**config.mk**
```make
export PLATFORM = sky130hd
export DESIGN_NAME = gjm_ctrl
export DESIGN_NICKNAME = d
export VERILOG_FILES = /design/src/rtl/gjm_pkg.sv /design/src/rtl/gjm_ctrl.sv
export SDC_FILE = /design/constraint.sdc
export NUM_CORES = 1
export LEC_CHECK = 0
export BUFFER_PORTS_ARGS = -buffer_cell sky130_fd_sc_hd__buf_2
export CORE_AREA = 2 2 39 41
export CTS_BUF_LIST = sky130_fd_sc_hd__clkbuf_8
export CTS_CLUSTER_DIAMETER = 100
export CTS_CLUSTER_SIZE = 8
export DETAILED_ROUTE_END_ITERATION = 16
export DIE_AREA = 0 0 41 43
export MAX_ROUTING_LAYER = met4
export PLACE_DENSITY_LB_ADDON = 0.05
export SYNTH_ARGS = -nofsm -noshare
export SYNTH_HDL_FRONTEND = slang
export SYNTH_SLANG_ARGS = --single-unit
export TNS_END_PERCENT = 100
```
**constraint.sdc**
```tcl
create_clock -name clk -period 1.3 [get_ports clk]
set_input_delay 0 -clock clk [delete_from_list [all_inputs] [get_ports clk]]
set_output_delay 0 -clock clk [all_outputs]
set_load 0.02 [all_outputs]
```
**src/rtl/gjm_pkg.sv**
```systemverilog
`timescale 1ns / 1ps
`default_nettype none

package gjm_pkg;

    // Default grid bounds
    localparam int ROWS_MAX_DEF = 32;
    localparam int COLS_MAX_DEF = 32;

    // Field widths
    localparam int JUMP_W    = 16;
    localparam int DIM_W     = 6;
    localparam int COUNT_W   = 6;
    localparam int COUNT_MAX = 63;
    localparam int DIM_RESET = 32;

    // Configuration port
    localparam int CFG_IDX_W  = 2;
    localparam int CFG_DATA_W = 6;

    localparam logic [CFG_IDX_W-1:0] REG_ROWS = 2'd0;
    localparam logic [CFG_IDX_W-1:0] REG_COLS = 2'd1;

    typedef struct packed {
        logic [JUMP_W-1:0] jump_len;
        logic              last_cell;
    } in_item_t;

    typedef struct packed {
        logic [COUNT_W-1:0] min_cells;
        logic               reachable;
    } out_item_t;

    typedef enum logic [2:0] {
        ST_IDLE,
        ST_CELL,
        ST_ROW,
        ST_COLSET,
        ST_COL,
        ST_DRAIN,
        ST_WRITE,
        ST_DONE
    } state_t;

    // Commands from the controller to the datapath
    typedef struct packed {
        logic load;
        logic solve_init;
        logic cell_init;
        logic row_issue;
        logic col_init;
        logic col_issue;
        logic write_cell;
    } ctrl_cmd_t;

    // Status from the datapath to the controller
    typedef struct packed {
        logic j_zero;
        logic i_zero;
        logic dist_one;
        logic cell_last;
    } dp_status_t;

endpackage

`default_nettype wire

```
**src/rtl/gjm_ctrl.sv**
```systemverilog
`timescale 1ns / 1ps
`default_nettype none

module gjm_ctrl (
    input  wire logic              clk,
    input  wire logic              rst_n,
    input  wire logic              start,
    input  wire logic              last_cell,
    input  gjm_pkg::dp_status_t    status,
    output gjm_pkg::ctrl_cmd_t     cmd,
    output logic                   busy,
    output logic                   done
);
    import gjm_pkg::*;

    state_t state_reg;
    state_t state_next;

    // Hold the sequencer state
    always_ff @(posedge clk or negedge rst_n)
    begin
        if (!rst_n)
        begin
            state_reg <= ST_IDLE;
        end
        else
        begin
            state_reg <= state_next;
        end
    end

    // Sequence load, per-cell scans and result
    always_comb
    begin
        state_next = state_reg;
        cmd        = '0;
        busy       = 1'b1;
        done       = 1'b0;
        case (state_reg)
            ST_IDLE:
            begin
                busy = 1'b0;
                if (start)
                begin
                    cmd.load = 1'b1;
                    if (last_cell)
                    begin
                        cmd.solve_init = 1'b1;
                        state_next     = ST_CELL;
                    end
                end
            end
            ST_CELL:
            begin
                cmd.cell_init = 1'b1;
                state_next    = status.j_zero ? ST_COLSET : ST_ROW;
            end
            ST_ROW:
            begin
                cmd.row_issue = 1'b1;
                if (status.dist_one)
                begin
                    state_next = ST_COLSET;
                end
            end
            ST_COLSET:
            begin
                cmd.col_init = 1'b1;
                state_next   = status.i_zero ? ST_DRAIN : ST_COL;
            end
            ST_COL:
            begin
                cmd.col_issue = 1'b1;
                if (status.dist_one)
                begin
                    state_next = ST_DRAIN;
                end
            end
            ST_DRAIN:
            begin
                state_next = ST_WRITE;
            end
            ST_WRITE:
            begin
                cmd.write_cell = 1'b1;
                state_next     = status.cell_last ? ST_DONE : ST_CELL;
            end
            ST_DONE:
            begin
                done       = 1'b1;
                state_next = ST_IDLE;
            end
            default:
            begin
                state_next = ST_IDLE;
            end
        endcase
    end

endmodule

`default_nettype wire

```
# ---- After elaboration in Yosys (flattened, before gate mapping)
# Index checks and enable logic that the tools add are counted.
dict set report op_classes {
  addsub 0
  mul 0
  div 0
  magnitude_cmp 0
  n_eq_ne 11
  n_shift 0
  n_mux 18
  n_bitwise 0
  n_reduce_logical 2
}
# operator count
set op_table {}
lappend op_table {{$pmux 3 s8} 1}
lappend op_table {{$mux 3} 5}
lappend op_table {{$eq 3x3->1 const B} 4}
lappend op_table {{$mux 1} 10}
lappend op_table {{$ne 2x2->1 const B} 4}
lappend op_table {{$eq 3x2->1 const B} 2}
lappend op_table {{$mux 2} 2}
lappend op_table {{$reduce_and 4->1} 1}
lappend op_table {{$eq 3x1->1 const B} 1}
lappend op_table {{$logic_not 3->1} 1}
dict set report word_totals {
  register_bits 3
  latchBits 0
  mem_bits_rw 0
  mem_bits_ro 0
  output_inout_bits 9
  word_cells 32
  n_memories 0
}

# ---- Longest topological paths before layout
dict set report logic_depth {
  word_depth 3
  ltp_mapped 4
  ltp_nobuf 3
}

# ---- Least setup slack after synthesis
# Ideal clock, no wire load.
dict set report synth_timing {
  path_kind {register -> output}
  start {reg state_reg[0]}
  end {out cmd[5] in the netlist's numbering}
  arrival_ns 1.115
  path_slack_ns 0.185
  stages_incl_launch_ff 3
  n_path_buf 0
  path_cell_list {dfrtp_1 > or3_4 > nor2_2}
}
# item line_no
set synth_rtl {}
lappend synth_rtl {{start: declaration} gjm_ctrl.sv:16} ;# state_t state_reg;
lappend synth_rtl {{start signal: assignment} gjm_ctrl.sv:28} ;# state_reg <= state_next;
lappend synth_rtl {{end: declaration} gjm_ctrl.sv:10} ;# output gjm_pkg::ctrl_cmd_t cmd,

==> metrics.txt <==
largest net degree at the start of global routing 9; Tot GR Track Use a little over a tenth; Post-Syn Nets 36; H-tree depth 1; Max Freq roughly 0.79 GHz; leak pwr 0.000234 uW; Post-DP Area ~340 sq um; first-pass GRT wire length 1.17 mm; Starting Density 16.7%; Total Nets Final 62; Initial DRC Count 2; Avg Inst Size Synth 8.27 sq um; mapped cell area 231 sq um; HP Start status[1]; Clock Sinks 3; CP Capture Type output port; Worst VDD drop between 0.5 and 0.6 mV; total CTS buffers 3; FF+latch count, synth 3; hold crit path type input port to register; number of antenna violations at the first check in global routing 0; Die ar. 0.00176 sq mm; clk_lat worst skew 0.21 ns; Setup Viol. Count Final 0; routed wire length per instance 10.2 um; most frequent cells in the layout buf_2 (15), buf_4 (5), nor2_1 (3), inv_1 (3), clkbuf_8 (3); outcome complete, no violations; Port Buf Inserts 16; number of flops mapped to enable cells by yosys 0; Max Cap Violations 0; Slew Limit Headroom roughly 89%; most common cell after layout, fill and taps aside buf_2; post-route ant nets 0; Inst Count DP 61; Final Cycle Share 97.0%; Final Skew 0.00180 ns; Yosys top cell area share 32.4%; Post-Layout Cell Count 69; final WL 701 um; dominant synthesized flop cell dfrtp_1; kind of critical path register to output port; core area 0.00138 sq mm; Required @ worst endpoint 1.30 ns; Final Critical Period 1.26 ns; setup TNS 0 ns; share of cells above drive strength 1 between 50% and 60%; clk buf depth 2; Clk Tree Root Cell clkbuf_8; P&R area growth vs syn 85.4%; crit path DAT 1.26 ns; Slew Limit Fails 0; Finished Cell Area about 430 sq um; # diodes 0; sequential fraction of the synthesis area 32.4%; DRT Pass-1 Iters 2; crit path max fanout 4; Die Height between 40 and 50 um; gpl congestion 0.654; Startpoint Class register; number of global-route vias before repair approximately 300; cells after synthesis 28; Worst Setup SP state_reg[2]; vias post-DR ~280; actual slew at the worst max-slew pin 0.164 ns; row count 14; Cell Pwr Density about 2700 mW/mm^2; unrepaired setup endpoints after global routing no; Fin. Hold Viols 0; drc violations 0; CTS tree built; clock slew at reported path FFs 0.03 ns; Via density about 4; remaining global-route overflow 0; worst r2r src state_reg[1]; Async SR Flop Fraction 100%; io pins 17; area leader, netlist dfrtp_1; die width 41 um; number of flip-flops under the largest register name 3; ranking of synthesized cells by area dfrtp_1 (32%), nor2_2 (5.4%), and3_4 (4.9%); yosys warns 0; library cells used by synthesis 20
## final timing paths
| check | endpoint | slack [ns] | depth (start not counted) |
|---|---|---|---|
| setup / recovery | cmd[6] | 0.04 | 3 |
| hold / removal | state_reg[0] | 0.05 | 2 |
| setup reg to reg | state_reg[0] | 0.24 | 4 |
| hold reg to reg | state_reg[2] | 0.62 | 2 |
| max in group asynchronous | state_reg[2] | 1.07 | 2 |
| min in group asynchronous | state_reg[1] | 0.11 | 2 |
## synthesized netlist by cell type, types with 2 or more instances
cell and number:
o21ai_1 2, inv_1 2, nor2_2 2, o21ai_0 2, dfrtp_1 3, nor2_1 3
## cells by family (layout without fill, tap and decap cells)
family	Yosys count	after routing	share of synthesized area, %
AND/OR/NAND/NOR	13	13	35.7
AO/OA/AOI/OAI	7	7	19.5
buffers and inverters	4	29	8.11
flip-flops	3	3	32.4
multiplexers	1	1	4.32
## area by class of cell
class | count | area [sq um]
Clock buffer | 3 | 41.3
Clock inverter | 1 | 3.75
Fill cell | 149 | 955
Inverter | 3 | 11.3
Multi-Input combinational cell | 21 | 143
Sequential cell | 3 | 76.3
Tap cell | 16 | 20.0
Timing Repair Buffer | 22 | 134
## repair_timing
| action | in CTS | in global routing |
|---|---|---|
| buffers inserted | 1 | 2 |
| hold buffers | 1 | 0 |
| endpoints found under the hold margin | 3 | 0 |
| endpoints found under the setup margin | 1 | 1 |
| gates resized for setup | 1 | 3 |
| pin swaps | 0 | 1 |
## metrics by stage
step | hold WS [ns] | util [%] | power, uW | setup slack [ns]
after global routing | 0.0606 | 31.0 | 1240 | 0.00230
after detailed placement | -0.202 | 24.5 | 812 | 0.216
after CTS | 0.0515 | 29.1 | 1110 | 0.0161
after floorplan | -0.296 | - | 614 | 0.185
after global placement | -0.203 | 24.5 | 800 | 0.224
final | 0.0513 | 31.0 | 1140 | 0.0393
## report_power, final
| group | switching (uW) | internal, uW |
|---|---|---|
| Clock | 59.9 | 201 |
| Sequential | 39.9 | 146 |
| Combinational | 374 | 321 |
## routing by layer
layer | global-route usage [%] | up-vias | part of all wire [%]
met5 | - | - | 0
met4 | 8.00 | 0 | 0
met3 | 4.71 | 0 | 6.4
met2 | 16.6 | 7 | 54
met1 | 9.71 | 129 | 40
li1 | - | 147 | -
## critical path: stages, from the launching register on
cell and delay [ns]:
dfrtp_2 0.41, or3_4 0.40, nor2_2 0.08, buf_2 0.16
Note: power is estimated with default switching activity, not from simulation.
